## src/dpss_pkg.sv

```systemverilog
// Package with the shared types and constants of the drum step sequencer.
`timescale 1ns / 1ps

package dpss_pkg;

	// Item operation codes carried in the mode field.
	typedef enum logic [1:0] {
		MODE_CELL    = 2'd0,
		MODE_SEQ     = 2'd1,
		MODE_START   = 2'd2,
		MODE_ADVANCE = 2'd3
	} mode_t;

	// Configuration register indexes.
	localparam logic [1:0] REG_STEP_TIME     = 2'd0;
	localparam logic [1:0] REG_SEQ_LENGTH    = 2'd1;
	localparam logic [1:0] REG_PATTERN_COUNT = 2'd2;

	// Configuration reset values.
	localparam logic [15:0] STEP_TIME_RESET     = 16'd125;
	localparam logic [4:0]  SEQ_LENGTH_RESET    = 5'd1;
	localparam logic [2:0]  PATTERN_COUNT_RESET = 3'd1;

	// Width of one pattern cell.
	localparam int CELL_BITS = 8;

	// Controller states.
	typedef enum logic [1:0] {
		ST_IDLE,
		ST_REDUCE,
		ST_WALK,
		ST_DONE
	} state_t;

	// Commands from the controller to the datapath.
	typedef struct packed {
		logic accept;
		logic reduce;
		logic step;
		logic finish;
		logic emit;
	} ctrl_cmd_t;

	// Status from the datapath to the controller.
	typedef struct packed {
		logic adv_req;
		logic reduced;
		logic hit;
		logic at_limit;
	} dp_status_t;

endpackage

```

## src/dpss_ctrl.sv

```systemverilog
// Controller state machine of the drum step sequencer.
`timescale 1ns / 1ps

module dpss_ctrl (
	input  logic                   clk,
	input  logic                   arst_n,
	input  logic                   in_valid,
	output logic                   in_ready,
	output logic                   out_valid,
	input  logic                   out_ready,
	input  dpss_pkg::dp_status_t   status,
	output dpss_pkg::ctrl_cmd_t    cmd
);

	dpss_pkg::state_t state_q;
	dpss_pkg::state_t state_d;
	logic             out_valid_q;
	logic             out_free;

	assign out_free  = !out_valid_q || out_ready;
	assign out_valid = out_valid_q;

	// State register.
	always_ff @(posedge clk or negedge arst_n) begin
		if (!arst_n) begin
			state_q <= dpss_pkg::ST_IDLE;
		end else begin
			state_q <= state_d;
		end
	end

	// Result valid flag: set when a result is loaded, cleared when taken.
	always_ff @(posedge clk or negedge arst_n) begin
		if (!arst_n) begin
			out_valid_q <= 1'b0;
		end else if (cmd.emit) begin
			out_valid_q <= 1'b1;
		end else if (out_ready) begin
			out_valid_q <= 1'b0;
		end
	end

	// Next state.
	always_comb begin
		state_d = state_q;
		case (state_q)
			dpss_pkg::ST_IDLE: begin
				if (in_valid && status.adv_req) begin
					state_d = dpss_pkg::ST_REDUCE;
				end
			end
			dpss_pkg::ST_REDUCE: begin
				if (status.reduced) begin
					state_d = dpss_pkg::ST_WALK;
				end
			end
			dpss_pkg::ST_WALK: begin
				if (status.hit || status.at_limit) begin
					state_d = dpss_pkg::ST_DONE;
				end
			end
			dpss_pkg::ST_DONE: begin
				if (out_free) begin
					state_d = dpss_pkg::ST_IDLE;
				end
			end
			default: begin
				state_d = dpss_pkg::ST_IDLE;
			end
		endcase
	end

	// Commands and input handshake.
	always_comb begin
		cmd      = '0;
		in_ready = 1'b0;
		case (state_q)
			dpss_pkg::ST_IDLE: begin
				in_ready   = 1'b1;
				cmd.accept = in_valid;
			end
			dpss_pkg::ST_REDUCE: begin
				cmd.reduce = !status.reduced;
			end
			dpss_pkg::ST_WALK: begin
				if (status.hit || status.at_limit) begin
					cmd.finish = 1'b1;
				end else begin
					cmd.step = 1'b1;
				end
			end
			dpss_pkg::ST_DONE: begin
				cmd.emit = out_free;
			end
			default: begin
				cmd = '0;
			end
		endcase
	end

endmodule

```

## src/dpss_datapath.sv

```systemverilog
// Datapath of the drum step sequencer: pattern memory, beat order, walkers and result.
`timescale 1ns / 1ps

module dpss_datapath #(
	parameter int LIMBS    = 3,
	parameter int STEPS    = 16,
	parameter int PATTERNS = 4,
	parameter int BEATS    = 16,
	parameter int POS_BITS = 3
) (
	input  logic                   clk,
	input  logic                   arst_n,
	input  logic                   cfg_we,
	input  logic [1:0]             cfg_index,
	input  logic [15:0]            cfg_wdata,
	input  logic [1:0]             mode,
	input  logic [1:0]             limb,
	input  logic [1:0]             pattern_sel,
	input  logic [3:0]             step,
	input  logic                   hit,
	input  logic [2:0]             position,
	input  logic [7:0]             velocity,
	input  logic [3:0]             beat,
	input  logic [31:0]            start_time,
	input  dpss_pkg::ctrl_cmd_t    cmd,
	output dpss_pkg::dp_status_t   status,
	output logic [1:0]             out_limb,
	output logic [31:0]            hit_time,
	output logic [2:0]             hit_position,
	output logic [3:0]             hit_velocity,
	output logic                   found
);

	localparam int LIMB_W    = (LIMBS > 1) ? $clog2(LIMBS) : 1;
	localparam int PAT_W     = (PATTERNS > 1) ? $clog2(PATTERNS) : 1;
	localparam int SP_W      = $clog2(STEPS);
	localparam int BP_W      = (BEATS > 1) ? $clog2(BEATS) : 1;
	localparam int LEN_W     = $clog2(BEATS + 1);
	localparam int DEPTH     = LIMBS * PATTERNS * STEPS;
	localparam int ADDR_W    = $clog2(DEPTH);
	localparam int N_W       = $clog2(BEATS * STEPS + 1);
	localparam int CB        = dpss_pkg::CELL_BITS;
	localparam int VEL_SHIFT = 1 + POS_BITS;
	localparam int VEL_MAX   = (1 << (CB - VEL_SHIFT)) - 1;
	localparam int POS_MASK  = (1 << POS_BITS) - 1;

	// Configuration registers.
	logic [15:0] step_time_q;
	logic [4:0]  seq_length_q;
	logic [2:0]  pattern_count_q;

	// Pattern memory with one valid bit per cell; a cell never written never counts as a hit.
	logic [CB-1:0]    pattern_mem_q [DEPTH];
	logic [DEPTH-1:0] cell_vld_q;
	logic [CB-1:0]    rd_cell_s1;
	logic             rd_vld_s1;

	// Beat order and per-limb walker state.
	logic [PAT_W-1:0] beat_order_q [BEATS];
	logic [SP_W-1:0]  step_ptr_q   [LIMBS];
	logic [LIMBS-1:0] fresh_q;
	logic [BP_W-1:0]  beat_ptr_q   [LIMBS];
	logic [31:0]      next_time_q  [LIMBS];

	// Active walk.
	logic [LIMB_W-1:0] limb_q;
	logic [SP_W-1:0]   sp_w_q;
	logic              fresh_w_q;
	logic [BP_W-1:0]   bp_w_q;
	logic [BP_W-1:0]   bp_m_q;
	logic [31:0]       t_w_q;
	logic [N_W-1:0]    n_q;
	logic [N_W-1:0]    limit_q;
	logic              chk_vld_q;
	logic              end_found_q;
	logic [CB-1:0]     end_cell_q;

	// Result register.
	logic [1:0]  out_limb_q;
	logic [31:0] hit_time_q;
	logic [2:0]  hit_position_q;
	logic [3:0]  hit_velocity_q;
	logic        out_found_q;

	// Decoded item.
	dpss_pkg::mode_t   in_mode;
	logic              limb_ok;
	logic [LIMB_W-1:0] in_limb_idx;
	logic              cell_we;
	logic              seq_we;
	logic              start_we;
	logic              adv_load;
	logic [ADDR_W-1:0] wr_addr;
	logic [7:0]        vel_sat;
	logic [CB-1:0]     new_cell;
	logic [PAT_W-1:0]  seq_val;
	int                pat_lim;

	// Walk step.
	logic [LEN_W-1:0]  len;
	logic [LEN_W-1:0]  b1;
	logic [SP_W-1:0]   sp_n;
	logic [BP_W-1:0]   bp_n;
	logic [BP_W-1:0]   bpm_n;
	logic [ADDR_W-1:0] rd_addr;
	logic              bp_reduced;

	// Configuration writes.
	always_ff @(posedge clk or negedge arst_n) begin
		if (!arst_n) begin
			step_time_q     <= dpss_pkg::STEP_TIME_RESET;
			seq_length_q    <= dpss_pkg::SEQ_LENGTH_RESET;
			pattern_count_q <= dpss_pkg::PATTERN_COUNT_RESET;
		end else if (cfg_we) begin
			case (cfg_index)
				dpss_pkg::REG_STEP_TIME:     step_time_q     <= cfg_wdata;
				dpss_pkg::REG_SEQ_LENGTH:    seq_length_q    <= cfg_wdata[4:0];
				dpss_pkg::REG_PATTERN_COUNT: pattern_count_q <= cfg_wdata[2:0];
				default: begin
				end
			endcase
		end
	end

	// Sequence length clamped to one through the beat count.
	always_comb begin
		if (seq_length_q == 5'd0) begin
			len = LEN_W'(1);
		end else if (int'(seq_length_q) > BEATS) begin
			len = LEN_W'(BEATS);
		end else begin
			len = LEN_W'(seq_length_q);
		end
	end

	// Item decode.
	always_comb begin
		in_mode     = dpss_pkg::mode_t'(mode);
		limb_ok     = int'(limb) < LIMBS;
		in_limb_idx = LIMB_W'(limb);
		cell_we     = 1'b0;
		seq_we      = 1'b0;
		start_we    = 1'b0;
		adv_load    = 1'b0;
		case (in_mode)
			dpss_pkg::MODE_CELL: begin
				cell_we = cmd.accept && limb_ok && (int'(pattern_sel) < PATTERNS)
					&& (int'(step) < STEPS);
			end
			dpss_pkg::MODE_SEQ: begin
				seq_we = cmd.accept && (int'(beat) < BEATS);
			end
			dpss_pkg::MODE_START: begin
				start_we = cmd.accept;
			end
			dpss_pkg::MODE_ADVANCE: begin
				adv_load = cmd.accept && limb_ok;
			end
			default: begin
			end
		endcase
	end

	// Cell value: velocity saturated to what the cell can hold.
	always_comb begin
		wr_addr = ADDR_W'((int'(limb) * PATTERNS + int'(pattern_sel)) * STEPS + int'(step));
		vel_sat = (int'(velocity) > VEL_MAX) ? 8'(VEL_MAX) : velocity;
		if (hit) begin
			new_cell = CB'(1) | ((CB'(position) & CB'(POS_MASK)) << 1)
				| (CB'(vel_sat) << VEL_SHIFT);
		end else begin
			new_cell = '0;
		end
	end

	// Beat order entry: ids at or above the pattern count store zero.
	always_comb begin
		pat_lim = (int'(pattern_count_q) < PATTERNS) ? int'(pattern_count_q) : PATTERNS;
		seq_val = (int'(pattern_sel) < pat_lim) ? PAT_W'(pattern_sel) : '0;
	end

	// Next step of the walk, wrapping into the next beat at a pattern end.
	always_comb begin
		sp_n  = sp_w_q;
		bp_n  = bp_w_q;
		bpm_n = bp_m_q;
		b1    = LEN_W'(bp_m_q) + LEN_W'(1);
		if (fresh_w_q) begin
			sp_n = '0;
		end else if (sp_w_q == SP_W'(STEPS - 1)) begin
			sp_n  = '0;
			bpm_n = (b1 == len) ? '0 : BP_W'(b1);
			bp_n  = bpm_n;
		end else begin
			sp_n = sp_w_q + SP_W'(1);
		end
		rd_addr = ADDR_W'((int'(limb_q) * PATTERNS + int'(beat_order_q[bp_n])) * STEPS
			+ int'(sp_n));
	end

	assign bp_reduced = LEN_W'(bp_m_q) < len;

	// Status to the controller.
	always_comb begin
		status.adv_req  = (in_mode == dpss_pkg::MODE_ADVANCE) && limb_ok;
		status.reduced  = bp_reduced;
		status.hit      = chk_vld_q && rd_vld_s1 && rd_cell_s1[0];
		status.at_limit = chk_vld_q && (n_q == limit_q);
	end

	// Pattern memory write port.
	always_ff @(posedge clk) begin
		if (cell_we) begin
			pattern_mem_q[wr_addr] <= new_cell;
		end
	end

	// Pattern memory read port, registered.
	always_ff @(posedge clk) begin
		if (cmd.step) begin
			rd_cell_s1 <= pattern_mem_q[rd_addr];
		end
	end

	// Cell valid bits and their registered read.
	always_ff @(posedge clk or negedge arst_n) begin
		if (!arst_n) begin
			cell_vld_q <= '0;
			rd_vld_s1  <= 1'b0;
		end else begin
			if (cell_we) begin
				cell_vld_q[wr_addr] <= 1'b1;
			end
			if (cmd.step) begin
				rd_vld_s1 <= cell_vld_q[rd_addr];
			end
		end
	end

	// Beat order table.
	always_ff @(posedge clk or negedge arst_n) begin
		if (!arst_n) begin
			for (int i = 0; i < BEATS; i++) begin
				beat_order_q[i] <= '0;
			end
		end else if (seq_we) begin
			beat_order_q[BP_W'(beat)] <= seq_val;
		end
	end

	// Per-limb pointers and next-hit times; a walk commits only when it finds a hit.
	always_ff @(posedge clk or negedge arst_n) begin
		if (!arst_n) begin
			fresh_q <= '1;
			for (int i = 0; i < LIMBS; i++) begin
				step_ptr_q[i]  <= '0;
				beat_ptr_q[i]  <= '0;
				next_time_q[i] <= '0;
			end
		end else if (start_we) begin
			for (int i = 0; i < LIMBS; i++) begin
				next_time_q[i] <= start_time;
			end
		end else if (cmd.emit && end_found_q) begin
			step_ptr_q[limb_q]  <= sp_w_q;
			fresh_q[limb_q]     <= 1'b0;
			beat_ptr_q[limb_q]  <= bp_w_q;
			next_time_q[limb_q] <= t_w_q;
		end
	end

	// Walker: loaded on an advance, reduced into the sequence, then stepped.
	always_ff @(posedge clk or negedge arst_n) begin
		if (!arst_n) begin
			limb_q    <= '0;
			sp_w_q    <= '0;
			fresh_w_q <= 1'b1;
			bp_w_q    <= '0;
			bp_m_q    <= '0;
			t_w_q     <= '0;
			n_q       <= '0;
			limit_q   <= '0;
		end else if (adv_load) begin
			limb_q    <= in_limb_idx;
			sp_w_q    <= step_ptr_q[in_limb_idx];
			fresh_w_q <= fresh_q[in_limb_idx];
			bp_w_q    <= beat_ptr_q[in_limb_idx];
			bp_m_q    <= beat_ptr_q[in_limb_idx];
			t_w_q     <= next_time_q[in_limb_idx];
			n_q       <= '0;
			limit_q   <= N_W'(int'(len) * STEPS);
		end else if (cmd.reduce && !bp_reduced) begin
			bp_m_q <= BP_W'(LEN_W'(bp_m_q) - len);
		end else if (cmd.step) begin
			sp_w_q    <= sp_n;
			fresh_w_q <= 1'b0;
			bp_w_q    <= bp_n;
			bp_m_q    <= bpm_n;
			t_w_q     <= t_w_q + 32'(step_time_q);
			n_q       <= n_q + N_W'(1);
		end
	end

	// Read data lines up with the walker in the cycle after a step.
	always_ff @(posedge clk or negedge arst_n) begin
		if (!arst_n) begin
			chk_vld_q <= 1'b0;
		end else begin
			chk_vld_q <= cmd.step;
		end
	end

	// End of walk: keep the outcome and the found cell.
	always_ff @(posedge clk) begin
		if (cmd.finish) begin
			end_found_q <= status.hit;
			end_cell_q  <= rd_cell_s1;
		end
	end

	// Result register.
	always_ff @(posedge clk) begin
		if (cmd.emit) begin
			out_limb_q  <= 2'(limb_q);
			out_found_q <= end_found_q;
			if (end_found_q) begin
				hit_time_q     <= t_w_q;
				hit_position_q <= 3'((end_cell_q >> 1) & CB'(POS_MASK));
				hit_velocity_q <= 4'(end_cell_q >> VEL_SHIFT);
			end else begin
				hit_time_q     <= next_time_q[limb_q];
				hit_position_q <= '0;
				hit_velocity_q <= '0;
			end
		end
	end

	assign out_limb     = out_limb_q;
	assign hit_time     = hit_time_q;
	assign hit_position = hit_position_q;
	assign hit_velocity = hit_velocity_q;
	assign found        = out_found_q;

endmodule

```

## src/drum_pattern_step_sequencer_top.sv

```systemverilog
// Top level of the per-limb drum step sequencer.
//
//  Channel  Direction  Handshake            Payload
//  cfg      in         cfg_we               cfg_index, cfg_wdata
//  in       in         in_valid / in_ready  mode, limb, pattern_sel, step, hit, position,
//                                           velocity, beat, start_time
//  out      out        out_valid / out_ready out_limb, hit_time, hit_position,
//                                           hit_velocity, found
//
// Cell, beat-order and start-time items complete on acceptance; the input stays open.
// An advance passes through REDUCE, WALK and DONE: R subtractions when the stored beat
// pointer lies beyond a shortened sequence length, then S steps walked (one per cycle
// through the pattern memory's registered read port, at most clamped seq_length * STEPS).
// Reset clears control state and valid bits, not cell data; there is no clearing pass.
// A waiting result stalls only the end of the next advance; other items pass freely.
`timescale 1ns / 1ps

module drum_pattern_step_sequencer_top #(
	parameter int LIMBS    = 3,
	parameter int STEPS    = 16,
	parameter int PATTERNS = 4,
	parameter int BEATS    = 16,
	parameter int POS_BITS = 3
) (
	input  logic        clk,
	input  logic        arst_n,
	input  logic        cfg_we,
	input  logic [1:0]  cfg_index,
	input  logic [15:0] cfg_wdata,
	input  logic        in_valid,
	output logic        in_ready,
	input  logic [1:0]  mode,
	input  logic [1:0]  limb,
	input  logic [1:0]  pattern_sel,
	input  logic [3:0]  step,
	input  logic        hit,
	input  logic [2:0]  position,
	input  logic [7:0]  velocity,
	input  logic [3:0]  beat,
	input  logic [31:0] start_time,
	output logic        out_valid,
	input  logic        out_ready,
	output logic [1:0]  out_limb,
	output logic [31:0] hit_time,
	output logic [2:0]  hit_position,
	output logic [3:0]  hit_velocity,
	output logic        found
);

	dpss_pkg::ctrl_cmd_t  cmd;
	dpss_pkg::dp_status_t status;

	// Sequencing of each item.
	dpss_ctrl u_ctrl (
		.clk       (clk),
		.arst_n    (arst_n),
		.in_valid  (in_valid),
		.in_ready  (in_ready),
		.out_valid (out_valid),
		.out_ready (out_ready),
		.status    (status),
		.cmd       (cmd)
	);

	// Storage, walk and result.
	dpss_datapath #(
		.LIMBS    (LIMBS),
		.STEPS    (STEPS),
		.PATTERNS (PATTERNS),
		.BEATS    (BEATS),
		.POS_BITS (POS_BITS)
	) u_datapath (
		.clk          (clk),
		.arst_n       (arst_n),
		.cfg_we       (cfg_we),
		.cfg_index    (cfg_index),
		.cfg_wdata    (cfg_wdata),
		.mode         (mode),
		.limb         (limb),
		.pattern_sel  (pattern_sel),
		.step         (step),
		.hit          (hit),
		.position     (position),
		.velocity     (velocity),
		.beat         (beat),
		.start_time   (start_time),
		.cmd          (cmd),
		.status       (status),
		.out_limb     (out_limb),
		.hit_time     (hit_time),
		.hit_position (hit_position),
		.hit_velocity (hit_velocity),
		.found        (found)
	);

endmodule

```

## config.mk

```make
export PLATFORM = sky130hd
export DESIGN_NAME = drum_pattern_step_sequencer_top
export DESIGN_NICKNAME = d
export VERILOG_FILES = /design/src/dpss_pkg.sv /design/src/dpss_ctrl.sv /design/src/dpss_datapath.sv /design/src/drum_pattern_step_sequencer_top.sv
export SDC_FILE = /design/constraint.sdc
export NUM_CORES = 2
export LEC_CHECK = 0
export BUFFER_PORTS_ARGS = -buffer_cell sky130_fd_sc_hd__buf_4
export CORE_MARGIN = 8
export CORE_UTILIZATION = 56
export CTS_BUF_LIST = sky130_fd_sc_hd__clkbuf_4 sky130_fd_sc_hd__clkbuf_8 sky130_fd_sc_hd__clkbuf_16
export CTS_CLUSTER_SIZE = 10
export DETAILED_ROUTE_END_ITERATION = 16
export GPL_TIMING_DRIVEN = 0
export HOLD_SLACK_MARGIN = 0.05
export PLACE_DENSITY = 0.86
export SETUP_SLACK_MARGIN = 0.05
export SLEW_MARGIN = 20
export SYNTH_ARGS = -nofsm -noshare
export SYNTH_HDL_FRONTEND = slang
export SYNTH_HIERARCHICAL = 1
export SYNTH_SLANG_ARGS = --single-unit
```

## constraint.sdc

```tcl
create_clock -name clk -period 4 [get_ports clk]
set_input_delay 0.8 -clock clk [delete_from_list [all_inputs] [get_ports clk]]
set_output_delay 0.8 -clock clk [all_outputs]
set_load 0.01 [all_outputs]
```

==> run summary <==
Outcome: finished, violations left
Failing checks: capacitance limit, slew limit, setup timing
Sink Count: 2,031
Fmax: 211 MHz
Hold Crit Endpoint: u_datapath/step_time_q[10]
Top cell type's share of synthesized area: 56.1%
Clock skew: 0.0522 ns
Largest net degree at the start of global routing: 113
Clock network fraction of total power: 23.1%
Synth-to-Final Area Change: 16.8%
Number of synthesized flops with an enable pin: 1,594
Worst Path Arrival: 5.27 ns
Worst Tran Pin Value: 1.85 ns
Ports: 125
CTS tree: yes
GR Overflow Total: 0
DIE AREA: 0.165 mm2
Syn Nets: 7,216
Yosys cell types: 82
Worst-Skew Late Latency: 0.89 ns
RSZ-0062 raised after global routing: true
Setup tns final: -8.65 ns
First-pass GRT wire length: 411 mm
Worst path required time: 4.53 ns
Area of the mapped netlist: 0.0853 mm2
Seq/Total Area, Yosys: 68.9%
Switching share of power: 44.1%
Core Rows: 143
Cell internal pwr: 47.4 mW
Layout Nets: 7,636
Layout cells sized above 1: 19.0%
Post-layout util: 65.7%
Final setup margin: -0.740 ns
Maximum VDD drop: 0.000601 V
HP Class: primary input to flip-flop
DP Wirelength: 181 mm
Final worst-path cycle share: 119%
Endpoints failing setup: 75
Reg-to-reg slack, setup: -0.74 ns
P_leak: 37.3 nW
Top-count cell post-synth: nand2_1
Worst r2r src: u_datapath/sp_w_q[1]
Yosys warns: 6
Initial antenna violation count: 16
WHS Path Cells: 2
Crit path max fanout: 10
Post-Syn Area per Cell: 12.0 um2
Die Wd: 406 um
Largest area contributor in the netlist: edfxtp_1
Worst setup SP type: flip-flop
Detailed Routing Iterations Pass 1: 12
Post-DP Area: 0.0897 mm2
DRC: 0
Antenna-violating nets left: 0
Routed length per instance: 30.0 um
Setup CP Type: flip-flop to flip-flop
Initial Utilization: 56.3%
Slew Viols, Final: 11
Register share of total power: 29.8%
Cell count after synthesis: 7,104
DR iter-0 viols: 13,400
Crit path time final: 4.74 ns
Final hold vios: 0
Comb power frac: 47.1%
Clock Pin Slew Worst Setup and Hold Paths: 0.06 ns
Total wire length: 292 mm
Worst R2R End: u_datapath/rd_cell_s1[0]
CTS Root Cell: clkbuf_16
Port buffer count: 122
Die Ht: 406 um
Cell area after layout: 0.0996 mm2
Worst slack, placed: -2.70 ns
NetSw: 37.5 mW
Fin cells: 9,731
Async set-reset flop share out of synthesis: 21.5%
Post-synth top cells: nand2_1, edfxtp_1, nand3_1, dfrtp_1, clkbuf_1
Max cap viols: 1
Pwr/cell area: 852 mW/mm2
Num CTS Buffers: 223
Via count: 67,000
Top cells by area, synth: edfxtp_1, dfrtp_1, nand2_1
Bufs on Longest Clock Path: 3
CTS H-tree depth: 4
Vias in the first global route: 64,000
Worst R2R Path Depth: 11
#FFs+latches synth: 2,031
Tot GR Track Use: 33.7%
Worst setup EP type: flip-flop
Slew HR: -23.6%
CORE AREA: 0.152 mm2
Primary FF master, synth: edfxtp_1
GPL Wtd Cong: 1.03
Min-delay src: cfg_wdata[10]
Vias/cell: 6.88
Inst Count DP: 9,288
per-layer routing:
metal / vias to the layer above / routed length, um / track usage, %
li1: 26500 / - / -
met1: 31600 / 89800 / 40.0
met2: 6974 / 126000 / 51.0
met3: 1876 / 47900 / 12.2
met4: 14 / 28300 / 23.9
met5: - / 265 / 0.146
area by class of cell:
type	count	area, um2
Fill cell	9770	51900
Timing Repair Buffer	198	2130
Buffer	486	2630
Clock inverter	15	260
Multi-Input combinational cell	4536	26300
Antenna cell	19	47.5
Clock buffer	368	6730
Tap cell	2030	2540
Sequential cell	2031	58800
Inverter	48	180
power groups by stage:
| stage | registers [mW] | logic [mW] | clock network (mW) |
|---|---|---|---|
| after global routing | 25.4 | 39.9 | 20.4 |
| final | 25.3 | 40.0 | 19.6 |
| after CTS | 25.2 | 35.8 | 19.5 |
| after detailed placement | 25.6 | 31.6 | 0 |
| after floorplan | 25.4 | 18.2 | 0 |
| after global placement | 25.6 | 30.5 | 0 |
how the worst max path moves through the flow:
stage / startpoint / endpoint / slack (ns) / cells after the start
2_1_floorplan: u_datapath/seq_length_q[2] / u_datapath/rd_cell_s1[6] / 0.06 / 19
3_3_place_gp: u_datapath/sp_w_q[1] / u_datapath/rd_vld_s1 / -3.32 / 13
3_5_place_dp: u_datapath/sp_w_q[1] / u_datapath/rd_vld_s1 / -2.70 / 14
4_1_cts: u_datapath/seq_length_q[2] / u_datapath/rd_cell_s1[3] / -0.35 / 18
5_1_grt: u_datapath/seq_length_q[1] / u_datapath/rd_cell_s1[6] / -0.61 / 19
6_report: u_datapath/sp_w_q[1] / u_datapath/rd_cell_s1[0] / -0.74 / 11
timing repair:
item	CTS	global route
gates cloned	1	1
pin swaps	45	18
setup endpoints to repair	174	1040
gates resized for setup	555	164
hold buffers	1	0
hold endpoints to repair	41	0
buffers inserted	29	12
flip-flops by register name (all words and copies together), names as in the netlist, 5 cells and up:
signal,cells
u_datapath/beat_order_q,32
u_datapath/beat_ptr_q,12
u_datapath/cell_vld_q,192
u_datapath/end_cell_q,7
u_datapath/hit_time,32
u_datapath/limit_q,5
u_datapath/n_q,9
u_datapath/next_time_q,96
u_datapath/pattern_mem_q,1536
u_datapath/rd_cell_s1,8
u_datapath/seq_length_q,5
u_datapath/step_ptr_q,12
u_datapath/step_time_q,16
u_datapath/t_w_q,32
worst max-delay path, cell delays in order (launching register included):
cell and delay [ns]:
dfrtp_2 0.47, ha_4 0.21, xor2_1 0.51, nor2b_1 0.28, clkbuf_2 0.46, clkbuf_1 0.80
a31oi_1 0.42, mux2i_4 0.40, mux4_2 0.41, nor2_2 0.07, a21oi_4 0.27, a31oi_4 0.08
layout by cell type, fill, tap and decap left out, types with 23 or more instances in the layout:
cell type	Yosys	layout
a211oi_1	80	79
a21oi_1	145	136
a311oi_1	207	183
a311oi_2	0	23
a31oi_1	188	144
a31oi_2	0	35
and3_1	113	113
buf_1	62	25
buf_16	0	27
buf_2	22	34
buf_4	8	169
clkbuf_1	393	204
clkbuf_16	0	228
clkbuf_2	1	141
clkbuf_4	0	178
dfrtp_1	425	421
edfxtp_1	1594	1594
ha_1	29	26
inv_1	47	47
mux2_2	85	82
mux2i_1	188	147
nand2_1	1856	1852
nand3_1	745	742
nor2_1	353	249
nor2_2	1	84
nor3_1	28	24
o21ai_0	36	36
or2_2	194	194
xnor2_1	26	26
per-stage QoR:
step | total power [mW] | hold slack, ns
after floorplan | 43.6 | 0.400
after global placement | 56.1 | 0.406
after detailed placement | 57.2 | 0.405
after CTS | 80.5 | 0.143
after global routing | 85.7 | 0.166
final | 84.9 | 0.173
kinds of logic (layout without fill, tap and decap cells):
kind of cell    Yosys count  in the layout  synth area share [%]
compound gates          746            746                  6.15
xor+xnor                 42             42                 0.456
fa+ha+maj                31             31                 0.472
buf+inv                 537           1115                  2.46
flops                  2031           2031                  68.9
mux                     297            297                  3.94
other cells               0             19                     0
simple gates           3420           3420                  17.6
Note: power is estimated with default switching activity, not from simulation.
